[config.mk]
export PLATFORM = sky130hd
export DESIGN_NAME = chunked_transfer_crc32_checker_top
export DESIGN_NICKNAME = d
export VERILOG_FILES = /design/src/rtl/core/ctc_pkg.sv /design/src/rtl/core/ctc_in_stage.sv /design/src/rtl/core/ctc_engine.sv /design/src/rtl/core/ctc_out_stage.sv /design/src/rtl/core/chunked_transfer_crc32_checker_top.sv
export SDC_FILE = /design/constraint.sdc
export NUM_CORES = 1
export LEC_CHECK = 0
export BUFFER_PORTS_ARGS = -buffer_cell sky130_fd_sc_hd__buf_2
export CAP_MARGIN = 30
export CELL_PAD_IN_SITES_DETAIL_PLACEMENT = 0
export CELL_PAD_IN_SITES_GLOBAL_PLACEMENT = 2
export CORE_MARGIN = 3
export CORE_UTILIZATION = 35
export CTS_CLUSTER_SIZE = 28
export DETAILED_ROUTE_END_ITERATION = 12
export PLACE_DENSITY_LB_ADDON = 0.1
export SLEW_MARGIN = 20
export SYNTH_ARGS = -nofsm -noshare
export SYNTH_HDL_FRONTEND = slang
export SYNTH_SLANG_ARGS = --single-unit
[constraint.sdc]
create_clock -name clk -period 4.8 [get_ports clk]
set_input_delay 0.24 -clock clk [delete_from_list [all_inputs] [get_ports clk]]
set_output_delay 0.24 -clock clk [all_outputs]
set_load 0.05 [all_outputs]
[src/rtl/core/ctc_pkg.sv]
// Package for the chunked transfer CRC-32 checker.
// Holds action and event codes, the item and result structs and the CRC byte update.
// No dependencies.
package ctc_pkg;

  typedef enum logic [2:0] {
    ACT_BEGIN  = 3'd0,
    ACT_HEADER = 3'd1,
    ACT_DATA   = 3'd2,
    ACT_STATUS = 3'd3,
    ACT_CANCEL = 3'd4
  } action_t;

  typedef enum logic [2:0] {
    EV_NONE       = 3'd0,
    EV_READY      = 3'd1,
    EV_ERROR      = 3'd2,
    EV_PERMISSION = 3'd3,
    EV_NOT_FOUND  = 3'd4
  } event_t;

  localparam logic [7:0]  STATUS_PERMISSION = 8'd1;
  localparam logic [7:0]  STATUS_NOT_FOUND  = 8'd2;
  localparam logic [31:0] CRC_POLY          = 32'hEDB8_8320;
  localparam logic [31:0] CRC_INIT          = 32'hFFFF_FFFF;
  localparam logic [31:0] MIN_LENGTH        = 32'd4;

  typedef struct packed {
    logic [2:0]  action;
    logic [15:0] generation;
    logic [31:0] object_size;
    logic [31:0] expected_crc;
    logic [31:0] packet_offset;
    logic [15:0] packet_length;
    logic [7:0]  data_byte;
    logic [7:0]  status_code;
  } item_t;

  typedef struct packed {
    logic [2:0]  event_res;
    logic        receiving;
    logic [31:0] revision_out;
  } result_t;

  function automatic logic [31:0] crc_byte(input logic [31:0] crc, input logic [7:0] data);
    logic [31:0] c;
    c = crc ^ {24'd0, data};
    for (int k = 0; k < 8; k++) begin
      c = {1'b0, c[31:1]} ^ (c[0] ? CRC_POLY : 32'd0);
    end
    return c;
  endfunction

endpackage

[src/rtl/core/ctc_in_stage.sv]
// Input register for the chunked transfer CRC-32 checker.
// Holds one accepted transfer until the engine consumes it. Uses ctc_pkg.
module ctc_in_stage
  import ctc_pkg::*;
(
  input  logic  clk,
  input  logic  rst,
  input  logic  in_valid,
  output logic  in_ready,
  input  item_t item_in,
  input  logic  take,
  output logic  held_valid,
  output item_t held_item
);

  logic  valid_q;
  item_t item_q;

  assign in_ready   = !valid_q || take;
  assign held_valid = valid_q;
  assign held_item  = item_q;

  always_ff @(posedge clk) begin
    if (rst) begin
      valid_q <= 1'b0;
    end else if (in_ready) begin
      valid_q <= in_valid;
    end
  end

  always_ff @(posedge clk) begin
    if (in_valid && in_ready) begin
      item_q <= item_in;
    end
  end

endmodule

[src/rtl/core/ctc_engine.sv]
// Transfer state and per-item decision logic for the chunked transfer checker.
// Updates state and forms one result per consumed transfer. Uses ctc_pkg.
module ctc_engine
  import ctc_pkg::*;
#(
  parameter int unsigned MAX_BYTES = 1048576
) (
  input  logic    clk,
  input  logic    rst,
  input  logic    go,
  input  item_t   item,
  output result_t result
);

  localparam int BW = $clog2(MAX_BYTES + 1);

  logic          open_flag, open_flag_next;
  logic [15:0]   active_generation, active_generation_next;
  logic [BW-1:0] bytes_expected, bytes_expected_next;
  logic [BW-1:0] bytes_received, bytes_received_next;
  logic [31:0]   crc_target, crc_target_next;
  logic [31:0]   crc_running, crc_running_next;
  logic [15:0]   packet_left, packet_left_next;
  logic [31:0]   revision_count, revision_count_next;
  event_t        ev;

  logic [31:0]   crc_new;
  logic [BW-1:0] received_inc;
  logic [31:0]   revision_inc;
  logic [32:0]   packet_end;
  logic          begin_bad;
  logic          header_bad;

  assign crc_new      = crc_byte(crc_running, item.data_byte);
  assign received_inc = bytes_received + BW'(1);
  assign revision_inc = revision_count + 32'd1;
  assign packet_end   = {1'b0, item.packet_offset} + {17'd0, item.packet_length};
  assign begin_bad    = (item.generation == 16'd0) || (item.object_size < MIN_LENGTH) ||
                        (item.object_size > 32'(MAX_BYTES));
  assign header_bad   = !open_flag || (packet_left != 16'd0) ||
                        (item.packet_length == 16'd0) ||
                        (item.generation != active_generation) ||
                        (item.packet_offset != 32'(bytes_received)) ||
                        (packet_end > 33'(bytes_expected));

  always_comb begin
    open_flag_next         = open_flag;
    active_generation_next = active_generation;
    bytes_expected_next    = bytes_expected;
    bytes_received_next    = bytes_received;
    crc_target_next        = crc_target;
    crc_running_next       = crc_running;
    packet_left_next       = packet_left;
    revision_count_next    = revision_count;
    ev                     = EV_NONE;
    case (action_t'(item.action))
      ACT_BEGIN: begin
        if (begin_bad) begin
          ev = EV_ERROR;
        end else begin
          open_flag_next         = 1'b1;
          active_generation_next = item.generation;
          bytes_expected_next    = item.object_size[BW-1:0];
          bytes_received_next    = '0;
          crc_target_next        = item.expected_crc;
          crc_running_next       = CRC_INIT;
          packet_left_next       = 16'd0;
        end
      end
      ACT_HEADER: begin
        if (header_bad) begin
          open_flag_next         = 1'b0;
          active_generation_next = 16'd0;
          bytes_expected_next    = '0;
          bytes_received_next    = '0;
          crc_target_next        = 32'd0;
          crc_running_next       = CRC_INIT;
          packet_left_next       = 16'd0;
          ev                     = EV_ERROR;
        end else begin
          packet_left_next = item.packet_length;
        end
      end
      ACT_DATA: begin
        if (!open_flag || packet_left == 16'd0 || received_inc == bytes_expected) begin
          open_flag_next         = 1'b0;
          active_generation_next = 16'd0;
          bytes_expected_next    = '0;
          bytes_received_next    = '0;
          crc_target_next        = 32'd0;
          crc_running_next       = CRC_INIT;
          packet_left_next       = 16'd0;
          ev                     = EV_ERROR;
          if (open_flag && packet_left != 16'd0 && ~crc_new == crc_target) begin
            revision_count_next = (revision_inc == 32'd0) ? 32'd1 : revision_inc;
            ev                  = EV_READY;
          end
        end else begin
          crc_running_next    = crc_new;
          bytes_received_next = received_inc;
          packet_left_next    = packet_left - 16'd1;
        end
      end
      ACT_STATUS, ACT_CANCEL: begin
        open_flag_next         = 1'b0;
        active_generation_next = 16'd0;
        bytes_expected_next    = '0;
        bytes_received_next    = '0;
        crc_target_next        = 32'd0;
        crc_running_next       = CRC_INIT;
        packet_left_next       = 16'd0;
        if (action_t'(item.action) == ACT_STATUS) begin
          if (item.status_code == STATUS_PERMISSION) begin
            ev = EV_PERMISSION;
          end else if (item.status_code == STATUS_NOT_FOUND) begin
            ev = EV_NOT_FOUND;
          end else begin
            ev = EV_ERROR;
          end
        end
      end
      default: begin
        ev = EV_NONE;
      end
    endcase
  end

  assign result.event_res    = ev;
  assign result.receiving    = open_flag_next;
  assign result.revision_out = revision_count_next;

  always_ff @(posedge clk) begin
    if (rst) begin
      open_flag         <= 1'b0;
      active_generation <= 16'd0;
      bytes_expected    <= '0;
      bytes_received    <= '0;
      crc_target        <= 32'd0;
      crc_running       <= CRC_INIT;
      packet_left       <= 16'd0;
      revision_count    <= 32'd0;
    end else if (go) begin
      open_flag         <= open_flag_next;
      active_generation <= active_generation_next;
      bytes_expected    <= bytes_expected_next;
      bytes_received    <= bytes_received_next;
      crc_target        <= crc_target_next;
      crc_running       <= crc_running_next;
      packet_left       <= packet_left_next;
      revision_count    <= revision_count_next;
    end
  end

  a_left_needs_open: assert property (@(posedge clk) disable iff (rst)
    (packet_left != 16'd0) |-> open_flag)
    else $error("packet bytes due with no open transfer");

  a_received_bound: assert property (@(posedge clk) disable iff (rst)
    open_flag |-> (bytes_received < bytes_expected))
    else $error("received count reached expected length while open");

  a_closed_clean: assert property (@(posedge clk) disable iff (rst)
    !open_flag |-> (bytes_received == '0 && crc_running == CRC_INIT))
    else $error("closed transfer left stale progress");

  a_cancel_closes: assert property (@(posedge clk) disable iff (rst)
    (go && action_t'(item.action) == ACT_CANCEL) |=> !open_flag)
    else $error("cancel did not close the transfer");

endmodule

[src/rtl/core/ctc_out_stage.sv]
// Result register for the chunked transfer CRC-32 checker.
// Holds one result until the consumer takes it. Uses ctc_pkg.
module ctc_out_stage
  import ctc_pkg::*;
(
  input  logic    clk,
  input  logic    rst,
  input  logic    load,
  input  result_t result_in,
  output logic    space,
  output logic    out_valid,
  input  logic    out_ready,
  output result_t result_out
);

  logic    valid_q;
  result_t result_q;

  assign space      = !valid_q || out_ready;
  assign out_valid  = valid_q;
  assign result_out = result_q;

  always_ff @(posedge clk) begin
    if (rst) begin
      valid_q <= 1'b0;
    end else if (space) begin
      valid_q <= load;
    end
  end

  always_ff @(posedge clk) begin
    if (load) begin
      result_q <= result_in;
    end
  end

endmodule

[src/rtl/core/chunked_transfer_crc32_checker_top.sv]
// Top level of the chunked transfer CRC-32 checker.
// Depends on ctc_pkg, ctc_in_stage, ctc_engine and ctc_out_stage.
//
//   channel  handshake            payload
//   input    in_valid / in_ready  action generation object_size expected_crc
//                                 packet_offset packet_length data_byte status_code
//   output   out_valid/out_ready  event_res receiving revision_out
//
// One transfer per cycle sustained while the output is taken; the result leaves from a register.
// The input register feeds the engine, which updates state and fills the result register.
// rst clears valid flags and transfer state; revision count restarts at 0.
// A stalled output holds the result and the engine; the input register takes one more.
module chunked_transfer_crc32_checker_top
  import ctc_pkg::*;
#(
  parameter int unsigned MAX_BYTES = 1048576
) (
  input  logic        clk,
  input  logic        rst,
  input  logic        in_valid,
  output logic        in_ready,
  input  logic [2:0]  action,
  input  logic [15:0] generation,
  input  logic [31:0] object_size,
  input  logic [31:0] expected_crc,
  input  logic [31:0] packet_offset,
  input  logic [15:0] packet_length,
  input  logic [7:0]  data_byte,
  input  logic [7:0]  status_code,
  output logic        out_valid,
  input  logic        out_ready,
  output logic [2:0]  event_res,
  output logic        receiving,
  output logic [31:0] revision_out
);

  item_t   item_in;
  item_t   held_item;
  logic    held_valid;
  logic    space;
  logic    go;
  result_t result_next;
  result_t result_q;

  assign item_in.action        = action;
  assign item_in.generation    = generation;
  assign item_in.object_size   = object_size;
  assign item_in.expected_crc  = expected_crc;
  assign item_in.packet_offset = packet_offset;
  assign item_in.packet_length = packet_length;
  assign item_in.data_byte     = data_byte;
  assign item_in.status_code   = status_code;

  assign go = held_valid && space;

  ctc_in_stage u_in (
    .clk       (clk),
    .rst       (rst),
    .in_valid  (in_valid),
    .in_ready  (in_ready),
    .item_in   (item_in),
    .take      (go),
    .held_valid(held_valid),
    .held_item (held_item)
  );

  ctc_engine #(
    .MAX_BYTES(MAX_BYTES)
  ) u_engine (
    .clk   (clk),
    .rst   (rst),
    .go    (go),
    .item  (held_item),
    .result(result_next)
  );

  ctc_out_stage u_out (
    .clk       (clk),
    .rst       (rst),
    .load      (go),
    .result_in (result_next),
    .space     (space),
    .out_valid (out_valid),
    .out_ready (out_ready),
    .result_out(result_q)
  );

  assign event_res    = result_q.event_res;
  assign receiving    = result_q.receiving;
  assign revision_out = result_q.revision_out;

endmodule

==> Word-level counts from Yosys, hierarchy flattened <==
Cells that the tools add are included.
W data, S select, Z words.
{ "word_totals": {"output_inout_bits": 38, "register_bits": 356, "word_cells": 127} }
{ "classes": {"order_cmp": 3, "eq_ne": 13, "muxes": 47, "addsub": 4, "bitwise_logic": 10, "reduce_logical": 29} }
{ "ops": {"columns": ["op", "count"], "rows": [
  ["$mux W32", 18],
  ["$pmux W32 S4", 2],
  ["$xor A31 B32 Y32", 8],
  ["$pmux W21 S4", 2],
  ["$pmux W16 S4", 2],
  ["$mux W21", 5],
  ["$mux W16", 6],
  ["$logic_not A16 Y1", 3],
  ["$add A32 B16 Y33", 1],
  ["$gt A33 B21 Y1", 1],
  ["$add A32 B1 Y32 const B", 1],
  ["$eq A32 B32 Y1", 1],
  ["$gt A32 B21 Y1 const B", 1],
  ["$logic_not A32 Y1", 1],
  ["$lt A32 B3 Y1 const B", 1],
  ["$ne A32 B21 Y1", 1],
  ["$not A32 Y32", 1],
  ["$xor A32 B8 Y32", 1],
  ["$add A21 B1 Y21 const B", 1],
  ["$eq A21 B21 Y1", 1],
  ["$ne A16 B16 Y1", 1],
  ["$reduce_bool A16 Y1", 1],
  ["$sub A16 B1 Y16 const B", 1],
  ["$mux W3", 4],
  ["20 further kinds", 41]
]} }

==> Logic depth before layout (Yosys ltp) <==
{ "depth": {"depth_word": 23, "ltp_mapped": 26, "mapped_depth_nobuf": 22} }

==> By module <==
Synthesis repeated with hierarchy kept, for this count alone.
{ "hier_totals": {"cells_unflattened": 1831, "hier_area_um2": 18392.6} }
{ "modules_own_cells": {"columns": ["mod", "seq_area_each_um2", "area_per_inst_um2", "n_inst", "cells_per_inst"], "rows": [
  ["ctc_engine", 3423.3, 12789.8, 1, 1638],
  ["ctc_in_stage", 4434.3, 4469.3, 1, 152],
  ["ctc_out_stage", 1101.1, 1127.3, 1, 40],
  ["chunked_transfer_crc32_checker_top", 0.0, 6.3, 1, 1]
]} }

==> Worst setup path after synthesis <==
No wires, ideal clock.
{ "synth_path": {"path_kind": "register to register", "from": "register u_in.item_q (netlist bit u_in.held_item[16])", "to": "register u_engine.bytes_expected[12]", "path_buffers": 4, "setup_ps": 129, "stages_incl_launch_ff": 27, "setup_slack_ps": -454, "t_arrival_ps": 5124, "path_cell_list": "edfxtp_1 > ha_1 > fa_1 > a21o_1 > a21oi_1 > o21bai_1 > a31oi_1 > o21ai_0 > o41ai_1 > o21ai_0 > a21oi_1 > nor2_1 > xor2_1 > ha_1 > a21o_1 > a21o_1 > a21oi_1 > o211ai_1 > o21ai_0 > and4_1 > clkbuf_1 > nor3_1 > clkbuf_1 > buf_2 > buf_2 > nand3_1 > o31ai_1"} }
{ "synth_via": {"elab_chain_len": 7} }
{ "synth_lines": {"columns": ["item", "line_no", "source"], "rows": [
  ["from (decl)", "ctc_in_stage.sv:17", "item_t item_q;"],
  ["from (signal assigned)", "ctc_in_stage.sv:33", "item_q <= item_in;"],
  ["parallel branches: the longest is 4 deep, another holds $add A32 B16 Y33", null, null],
  ["$logic_or A1 B1 Y1 *", "ctc_engine.sv:43", "(item.packet_offset != 32'(bytes_received)) ||"],
  ["$ne A2 B1 Y1 (no line) *", null, null],
  ["$reduce_and A5 Y1 (no line) *", null, null],
  ["to (signal assigned)", "ctc_engine.sv:145", "bytes_expected <= bytes_expected_next;"],
  ["to (decl)", "ctc_engine.sv:19", "logic [BW-1:0] bytes_expected, bytes_expected_next;"]
]} }
Every way passes the cells marked *.
A chain may end at the register's enable or synchronous reset.

==> Worst setup path after layout <==
{ "layout_path": {"from": "register u_in.item_q (netlist bit u_in.held_item[16])", "to": "register u_engine.bytes_expected[7]"} }
Same word-level chain as after synthesis.

==> out/metrics.csv <==
metric,value,unit
Synth area leader,edfxtp_1,
TNS Setup,-2770,ps
Startpoint Class,register,
core box area,51820,µm²
Worst Path Arrival,5300,ps
RR Startpoint,u_in.held_item[16]$_DFFE_PP_,
"Min Clock Period, post-route",4874,ps
Root Buffer,clkbuf_16,
Ys Warns,0,
post-DR wirelength/cell,20.06,µm
placer congestion estimate,0.8628,
nets@finish,2416,
failing checks,negative setup slack,
FF-to-FF End,u_engine.bytes_expected[7]$_SDFFE_PP0P_,
worst path required time,5230,ps
Vias,15290,
Min-Delay Endpoint,u_in.held_item[76]$_DFFE_PP_,
aggregate global-route resource usage,0.2045,
Fin Clk Skew,16.88,ps
post-synthesis compound-gate area fraction,0.1260,
Initial Utilization,0.3577,
Area Growth Syn to Fin,33.54,%
TritonCTS buffer count,44,
Slew @ Worst Pin,946.0,ps
top cell type's share of synthesized area,0.2965,
Post-DRT Antenna Nets,0,
Iteration-0 DRC Markers,1024,
vias in the first global route,15260,
Power Dens Cells,320.4,nW/µm²
Syn Nets,2030,
top post-synthesis cells by area,"edfxtp_1 (30%), dfxtp_1 (19%), xnor2_1 (5.3%)",
worst-path fanout max,19,
Clock Pin Slew Worst Setup and Hold Paths,60,ps
"Distinct cells, synth",75,
Worst VDD drop,256.4,µV
max-slew violation count,0,
CP endpoint kind,register,
"setup slack, reg-to-reg",-70,ps
RSZ-0062 raised after global routing,yes,
kind of critical path,reg -> reg,
drt total wl,58970,µm
ys flop type,edfxtp_1,
"Seq/Total Area, Yosys",0.4833,
die extent in y,236.1,µm
R2R cell count,25,
pin count of the biggest net entering global routing,100,
first-pass iteration count of the detailed router,5,
CP startpoint,u_in.held_item[16]$_DFFE_PP_,
Cells after Synth,1837,
Tcrit/Tclk final,1.015,
final antenna diode count,0,
Max-slew headroom,0.3693,
die area,55760,µm²
initial antenna violation count,0,
"Clk Latency, worst-skew pair",570,ps
Rows,83,
Post-Synth XOR/XNOR Area,0.1279,
simple-gate share of the synthesized area,0.1849,
CTS tree,yes,
Synth async-reset ratio,0,
IO Count,189,
Hold Path Class,in -> reg,
GRT overflow,0,
number of synthesized register bits,356,
Mean Syn Cell Area,10.09,µm²
CP max stage cell,edfxtp_1,
clk buf depth,3,
total number of H-tree levels,2,
CTS Sinks,356,
Port Buffers,188,
fraction of layout cells with a size suffix above 1,0.2227,
Pleak,9.401,nW
Post-synth EDFFs,183,
hold path startpoint,expected_crc[12],
fmax,0.2052,GHz
Setup Viol. Count Final,90,
Hold Path Depth,2,
global-route wire length before repair,89830,µm
Vias/cell,5.203,
multiplexer share of the synthesized area,0.01539,
status,"complete, but fails checks",
adder-cell share of the synthesized area,0.02876,
number of remaining DRC errors,0,
Fin. Hold Viols,0,
Total Power,7.931,mW
largest family of logic cells by synthesized area,simple AND/OR/NAND/NOR gates,
Max Cap Viol,0,
Max stage delay on crit path,400,ps
hpwl dp,40640,µm
Die Width,236.1,µm
PnR worst setup slack,-73.62,ps
Post-Syn Area,18540,µm²
cells in the mapped netlist, types with 5 or more instances:
cell type	number
a2111oi_0	5
o211ai_1	5
nand2b_1	55
buf_1	8
o31ai_1	39
ha_1	41
nor2_1	116
a22o_1	8
or4_1	8
clkbuf_1	98
xnor2_2	10
o21ai_1	13
nand2_1	101
xnor3_1	15
and3_1	40
and2_1	14
nor2b_1	11
buf_2	12
nand4b_1	6
or3_1	19
dfxtp_1	173
nand3_1	113
a31oi_1	8
inv_1	40
a21oi_1	72
nand4_1	42
or2_2	6
edfxtp_1	183
a21o_1	16
xnor2_1	113
mux2i_1	24
nor4_1	40
xor2_1	90
and4_1	12
a22oi_1	18
o21bai_1	36
nor3_1	49
o21ai_0	111
cells by family after synthesis:
kind of cell,count (synthesis)
flops,356
simple gates,649
fa+ha+maj,42
xor+xnor,232
mux,28
buf+inv,160
compound gates,370
per-stage QoR:
step / util / cells / hold WS (ps) / area (µm²) / setup slack [ps]
finish: 0.4777 / 2939 / 379.5 / 24750 / -73.62
global route: 0.4777 / 2939 / 361.2 / 24750 / -354.4
floorplan: - / 1837 / 338.9 / 18570 / 8.498
detailed placement: 0.3998 / 2677 / 418.1 / 20720 / -426.5
global placement: 0.3998 / 2677 / 416.1 / 20720 / -328.4
CTS: 0.4646 / 2919 / 334.4 / 24080 / -73.40
report_power, final:
part	internal, mW	total [mW]	switching, mW
clock	2.14	3.49	1.35
combinational	0.497	1.04	0.545
sequential	3.31	3.40	0.0822
worst max-delay path, delay by kind of cell (launching register included):
| family | cells | cell delay [ps] |
|---|---|---|
| DFF | 1 | 400 |
| xor gates and xnor gates | 1 | 140 |
| adders and majority gates | 3 | 860 |
| and+or+nand+nor | 4 | 500 |
| buffers and inverters | 3 | 440 |
| AOI/OAI and AO/OA | 14 | 2360 |
per-layer routing:
metal  vias up  GRT usage  share of wire
li1       7476          -              -
met1      7442     0.2658           0.45
met2       294     0.3583           0.50
met3        81    0.02596          0.034
met4         0    0.05513          0.023
met5         -          0              0
flip-flops by register name, indices dropped and copies added (netlist names):
name                        cells
u_in.held_valid                 1
u_engine.crc_running           32
u_out.out_valid                 1
u_engine.revision_count        32
u_engine.open_flag              1
u_engine.active_generation     16
u_in.held_item                147
u_engine.bytes_expected        21
u_engine.packet_left           16
u_engine.crc_target            32
u_out.result_out               36
u_engine.bytes_received        21
cells in the final DEF, fill, tap and decap left out, types with 24 or more instances in the layout:
master and n:
a21oi_1 64, and3_1 38, buf_2 187, buf_4 89, clkbuf_16 54, dfxtp_1 173
dlygate4sd3_1 151, edfxtp_1 183, ha_1 40, inv_1 39, mux2i_1 24, nand2_1 97
nand2b_1 55, nand3_1 95, nand4_1 42, nor2_1 100, nor3_1 45, nor4_1 39
o21ai_0 54, o21ai_1 54, o21bai_1 35, o31ai_1 32, xnor2_1 113, xor2_1 90
worst max path at each step:
stage / end / depth (start not counted)
global route: u_engine.active_generation[5]$_SDFFE_PP0P_ / 25
floorplan: u_engine.bytes_expected[10]$_SDFFE_PP0P_ / 26
global placement: u_engine.crc_target[27]$_SDFFE_PP0P_ / 22
finish: u_engine.bytes_expected[7]$_SDFFE_PP0P_ / 25
CTS: u_engine.bytes_received[8]$_SDFFE_PP0P_ / 25
detailed placement: u_engine.crc_target[14]$_SDFFE_PP0P_ / 22
area by class of cell:
class                      count  area [µm²]
clock buffer                  58        1236
clock inverter                24       292.8
fill                        4804       27070
inverter                      40       150.1
multi-input combinational   1321        9478
sequential                   356        8959
tap                          680       850.8
timing repair buffer         460        3786
repair_timing:
action | in CTS | in global routing
cloned | 3 | 13
endpoints found under the hold margin | 151 | 0
setup endpoints to repair | 137 | 140
hold buffers | 151 | 0
pin swaps | 29 | 60
resized for setup | 58 | 116
buffers inserted | 6 | 9
Power figures use the tool's default switching activity.
